$ cat src/bf3_pkg.sv
package bf3_pkg;

	localparam int MAX_WIDTH_DEF  = 1024;
	localparam int PIXEL_BITS_DEF = 16;

	localparam int ROW_BITS       = 16;
	localparam int CFG_INDEX_BITS = 2;
	localparam int CFG_DATA_BITS  = 16;

	localparam int WIDTH_RESET_DEF = 1024;
	localparam logic [ROW_BITS-1:0] HEIGHT_RESET = 16'd1024;

	localparam int RECIP_SHIFT = 20;
	localparam int RECIP_BITS  = 17;
	localparam int RECIP9      = ((1 << RECIP_SHIFT) + 4) / 9;

	localparam int MAX_RES     = 4;
	localparam int QUEUE_DEPTH = 16;

	typedef logic [CFG_INDEX_BITS-1:0] cfg_index_t;

	localparam cfg_index_t REG_IMAGE_WIDTH  = 2'd0;
	localparam cfg_index_t REG_IMAGE_HEIGHT = 2'd1;

endpackage

$ cat src/bf3_res_fifo.sv
module bf3_res_fifo #(
	parameter int WIDTH = 8,
	parameter int DEPTH = bf3_pkg::QUEUE_DEPTH,
	parameter int LANES = bf3_pkg::MAX_RES,
	localparam int PTR_BITS = $clog2(DEPTH),
	localparam int CNT_BITS = $clog2(DEPTH + 1)
) (
	input  logic                clk,
	input  logic                arst_n,
	input  logic [LANES-1:0]    push_mask,
	input  logic [WIDTH-1:0]    push_data [LANES],
	input  logic                pop,
	output logic [WIDTH-1:0]    head_data,
	output logic [CNT_BITS-1:0] count
);

	logic [WIDTH-1:0]    mem_q [DEPTH];
	logic [PTR_BITS-1:0] wr_q;
	logic [PTR_BITS-1:0] rd_q;
	logic [CNT_BITS-1:0] count_q;
	logic [PTR_BITS-1:0] slot [LANES];
	logic [CNT_BITS-1:0] n_push;

	// pack the valid lanes in order behind the tail
	always_comb begin
		logic [CNT_BITS-1:0] run;
		run = '0;
		for (int k = 0; k < LANES; k++) begin
			slot[k] = wr_q + run[PTR_BITS-1:0];
			run = run + CNT_BITS'(push_mask[k]);
		end
		n_push = run;
	end

	always_ff @(posedge clk) begin
		for (int k = 0; k < LANES; k++) begin
			if (push_mask[k]) begin
				mem_q[slot[k]] <= push_data[k];
			end
		end
	end

	always_ff @(posedge clk or negedge arst_n) begin
		if (!arst_n) begin
			wr_q    <= '0;
			rd_q    <= '0;
			count_q <= '0;
		end else begin
			wr_q    <= wr_q + n_push[PTR_BITS-1:0];
			rd_q    <= rd_q + PTR_BITS'(pop);
			count_q <= count_q + n_push - CNT_BITS'(pop);
		end
	end

	assign head_data = mem_q[rd_q];
	assign count     = count_q;

endmodule

$ cat config.mk
export PLATFORM = sky130hd
export DESIGN_NAME = bf3_res_fifo
export DESIGN_NICKNAME = d
export VERILOG_FILES = /design/src/bf3_pkg.sv /design/src/bf3_res_fifo.sv
export SDC_FILE = /design/constraint.sdc
export NUM_CORES = 1
export LEC_CHECK = 0
export BUFFER_PORTS_ARGS = -buffer_cell sky130_fd_sc_hd__clkbuf_2
export CAP_MARGIN = 20
export CORE_ASPECT_RATIO = 0.75
export CORE_MARGIN = 5
export CORE_UTILIZATION = 40
export CTS_CLUSTER_SIZE = 12
export DETAILED_ROUTE_END_ITERATION = 16
export GPL_ROUTABILITY_DRIVEN = 0
export PLACE_DENSITY = 0.55
export SYNTH_ARGS = -nofsm -noshare
export SYNTH_HDL_FRONTEND = slang
export SYNTH_SLANG_ARGS = --single-unit
$ cat constraint.sdc
create_clock -name clk -period 3.8 [get_ports clk]
set_clock_uncertainty 0.2 [all_clocks]
set_input_delay 0.76 -clock clk [delete_from_list [all_inputs] [get_ports clk]]
set_output_delay 0.76 -clock clk [all_outputs]
set_load 0.02 [all_outputs]
==> reports/metrics.cfg <==
[final_layout]
final_cell_mix = mux2_2, nand3_1, mux2i_1, edfxtp_1, o21ai_0
fin_util = 0.478
layout.cells.non_filler = 1551
final_nets = 1219
area_growth_pct = 18.3
layout-drive-gt1-share = 0.359
final_common_cell = mux2_2
antennaDiodeCount = 0

[grt]
grt_usage = 0.268
grt_pass1_vias = 9318
grt_max_degree = 32
antenna_found_initial = 0
grt_pass1_wl_mm = 62.3
overflow = 0

[placement]
hpwl_mm = 29.0
portBuffers = 51
dp_slack_ns = -0.268
dp_cells = 1519

[clock_tree]
root_buffer = clkbuf_16
cts-root-to-sink-buffers = 2
cts_hold_buf = 0
cts_tree = built
numCtsBuffers = 17
numClockSinks = 141
htreeDepth = 4
clk_latency_ns = 0.43
clkTransAtPathRegs_ns = 0.06
postCtsSetupBuffers = 0

[worst_setup_path]
critical_path.startpoint = push_mask[0]
endpoint_kind = flip-flop
slowest_stage = xnor2_1
path_max_fanout = 8
crit_path_start_kind = input pin
ff2ff_setup_slack_ns = 0.43
r2r_cells = 9
arrival_ns = 3.55
cp-endpoint = mem_q[13][5]
required_ns = 3.75
r2r-start = wr_q[0]
max_stage_delay_ns = 0.62
crit_chain = clkbuf_2, fa_1, ha_1, inv_1, fa_1, xnor2_1, nor2_1, buf_4, nand3_1, o21ai_0
path_class = input pin to flip-flop
worstReg2RegEnd = mem_q[8][6]
cp_common_cell = fa_1

[route]
first_iter_violations = 1195
via_per_inst = 6.20
ant_nets = 0
wire_per_inst_um = 27.5
routed_wl_mm = 42.6
firstDrtPassIters = 5
vias = 9613
route.detailed.drc = 0

[power]
power_w = 0.0115
p_leak_nw = 5.44
ir_drop_mv = 0.515
p_per_area_mw_per_mm2 = 862

[sta]
finalHoldViolCount = 0
hold_slack_ns = 0.0645
rsz0062_at_grt = false
period_minus_slack_ns = 3.59
setup_slack_ns = 0.209
fmaxAchievable_mhz = 278
finalSetupViolCount = 0
period_share = 0.945
drv_slew = 0
max_slew_margin = 0.519
tightestPinTransition_ns = 0.720

[die]
die-area_sq_mm = 0.0317
die_w_um = 204
fp.coreArea_sq_mm = 0.0279
fp-row-count = 53
dieHeight_um = 155
initial_utilization = 0.404
pin_count = 52

[yosys]
synthDominantCellAreaShare = 0.341
synthArstFlopShare = 0.0922
synth_edf_count = 128
ys_seq_elements = 141
ys.flop_type = edfxtp_1
synth.avg_cell_area_sq_um = 10.7
syn_area_sq_mm = 0.0113
synth_nets = 1123
synthCells = 1057
synthTopCellsByArea = edfxtp_1, mux2_2, mux2i_1
yosysWarnings = 0
synth_top_area_cell = edfxtp_1
synth-seq-area-share = 0.370
ys_types = 54

[status]
status = complete, no violations

[flow_run]
drv_cap = 0

[hold_path]
hp-class = input pin to asynchronous set/reset pin

==> sequential cells by signal (all words and copies together), names as in the netlist <==
register / flops
count: 5
wr_q: 4
rd_q: 4
mem_q: 128
==> through the flow <==
step	TNS [ns]	cell area (sq um)
after floorplan	0	11300
after CTS	0	13300
after global routing	0	13300
after detailed placement	-20.74	12800
after global placement	-10.93	12800
final	0	13300
==> cells in the mapped netlist, types with 8 or more instances <==
cell,instances
inv_1,16
mux4_2,16
a21oi_1,20
o21ai_0,121
a22oi_1,8
a221oi_1,8
mux2_2,166
ha_1,23
clkbuf_1,50
o21ai_1,14
xnor2_1,9
nand4_1,10
mux2i_1,136
nor2_1,17
nand2_1,35
edfxtp_1,128
dfrtp_1,13
nor3_1,12
buf_2,33
nand3_1,140
==> cells by family (layout without fill, tap and decap cells) <==
kind of cell	Yosys count	after routing	synth area share
multiplexers	320	320	0.321
AND/OR/NAND/NOR	250	250	0.115
AO/OA/AOI/OAI	198	198	0.106
flip-flops	141	141	0.370
buffers and inverters	102	211	0.0383
adder cells (fa/ha/maj)	27	27	0.0326
XOR/XNOR	19	19	0.0184
==> worst min-delay path by stage <==
| stage | startpoint | end | slack [ns] | cells past startpoint |
|---|---|---|---|---|
| 5_1_grt | arst_n | count[4] | 0.08 | 1 |
| 4_1_cts | arst_n | count[4] | 0.06 | 1 |
| 3_3_place_gp | count[0] | count[0] | 0.31 | 1 |
| 2_1_floorplan | arst_n | count[0] | 0.26 | 0 |
| 6_report | arst_n | count[2] | 0.06 | 1 |
| 3_5_place_dp | count[0] | count[0] | 0.32 | 1 |
==> cell type report <==
type	count	area [sq um]
fill	2554	14600
inverter	16	60.1
sequential	141	4170
clock buffer	20	447
tap	385	482
multi-input combinational	814	6700
timing repair buffer	163	1360
clock inverter	12	114
==> critical path: cells and delay by family <==
kind	cells	cell delay, ns
AOI/OAI and AO/OA	1	0.16
adders and majority gates	3	1.24
buffers and inverters	3	0.42
xor gates and xnor gates	1	0.62
and+or+nand+nor	2	0.34
==> report_power, final <==
group,internal [W],switching [W],total (W)
Clock,0.000922,0.000704,0.00163
Sequential,0.00270,0.000355,0.00305
Combinational,0.00276,0.00406,0.00682
Total,0.00638,0.00512,0.0115
==> timing repair <==
action	in CTS	in global routing
endpoints found under the setup margin	0	1
hold endpoints to repair	0	0
gates resized for setup	0	1
==> metal layers <==
| layer | global-route usage | up-vias | routed length [um] |
|---|---|---|---|
| li1 | - | 4249 | - |
| met1 | 0.404 | 4646 | 18900 |
| met2 | 0.365 | 630 | 16800 |
| met3 | 0.0852 | 88 | 5610 |
| met4 | 0.0803 | 0 | 1270 |
| met5 | 0 | - | 0 |
(Power assumes the default switching activity.)
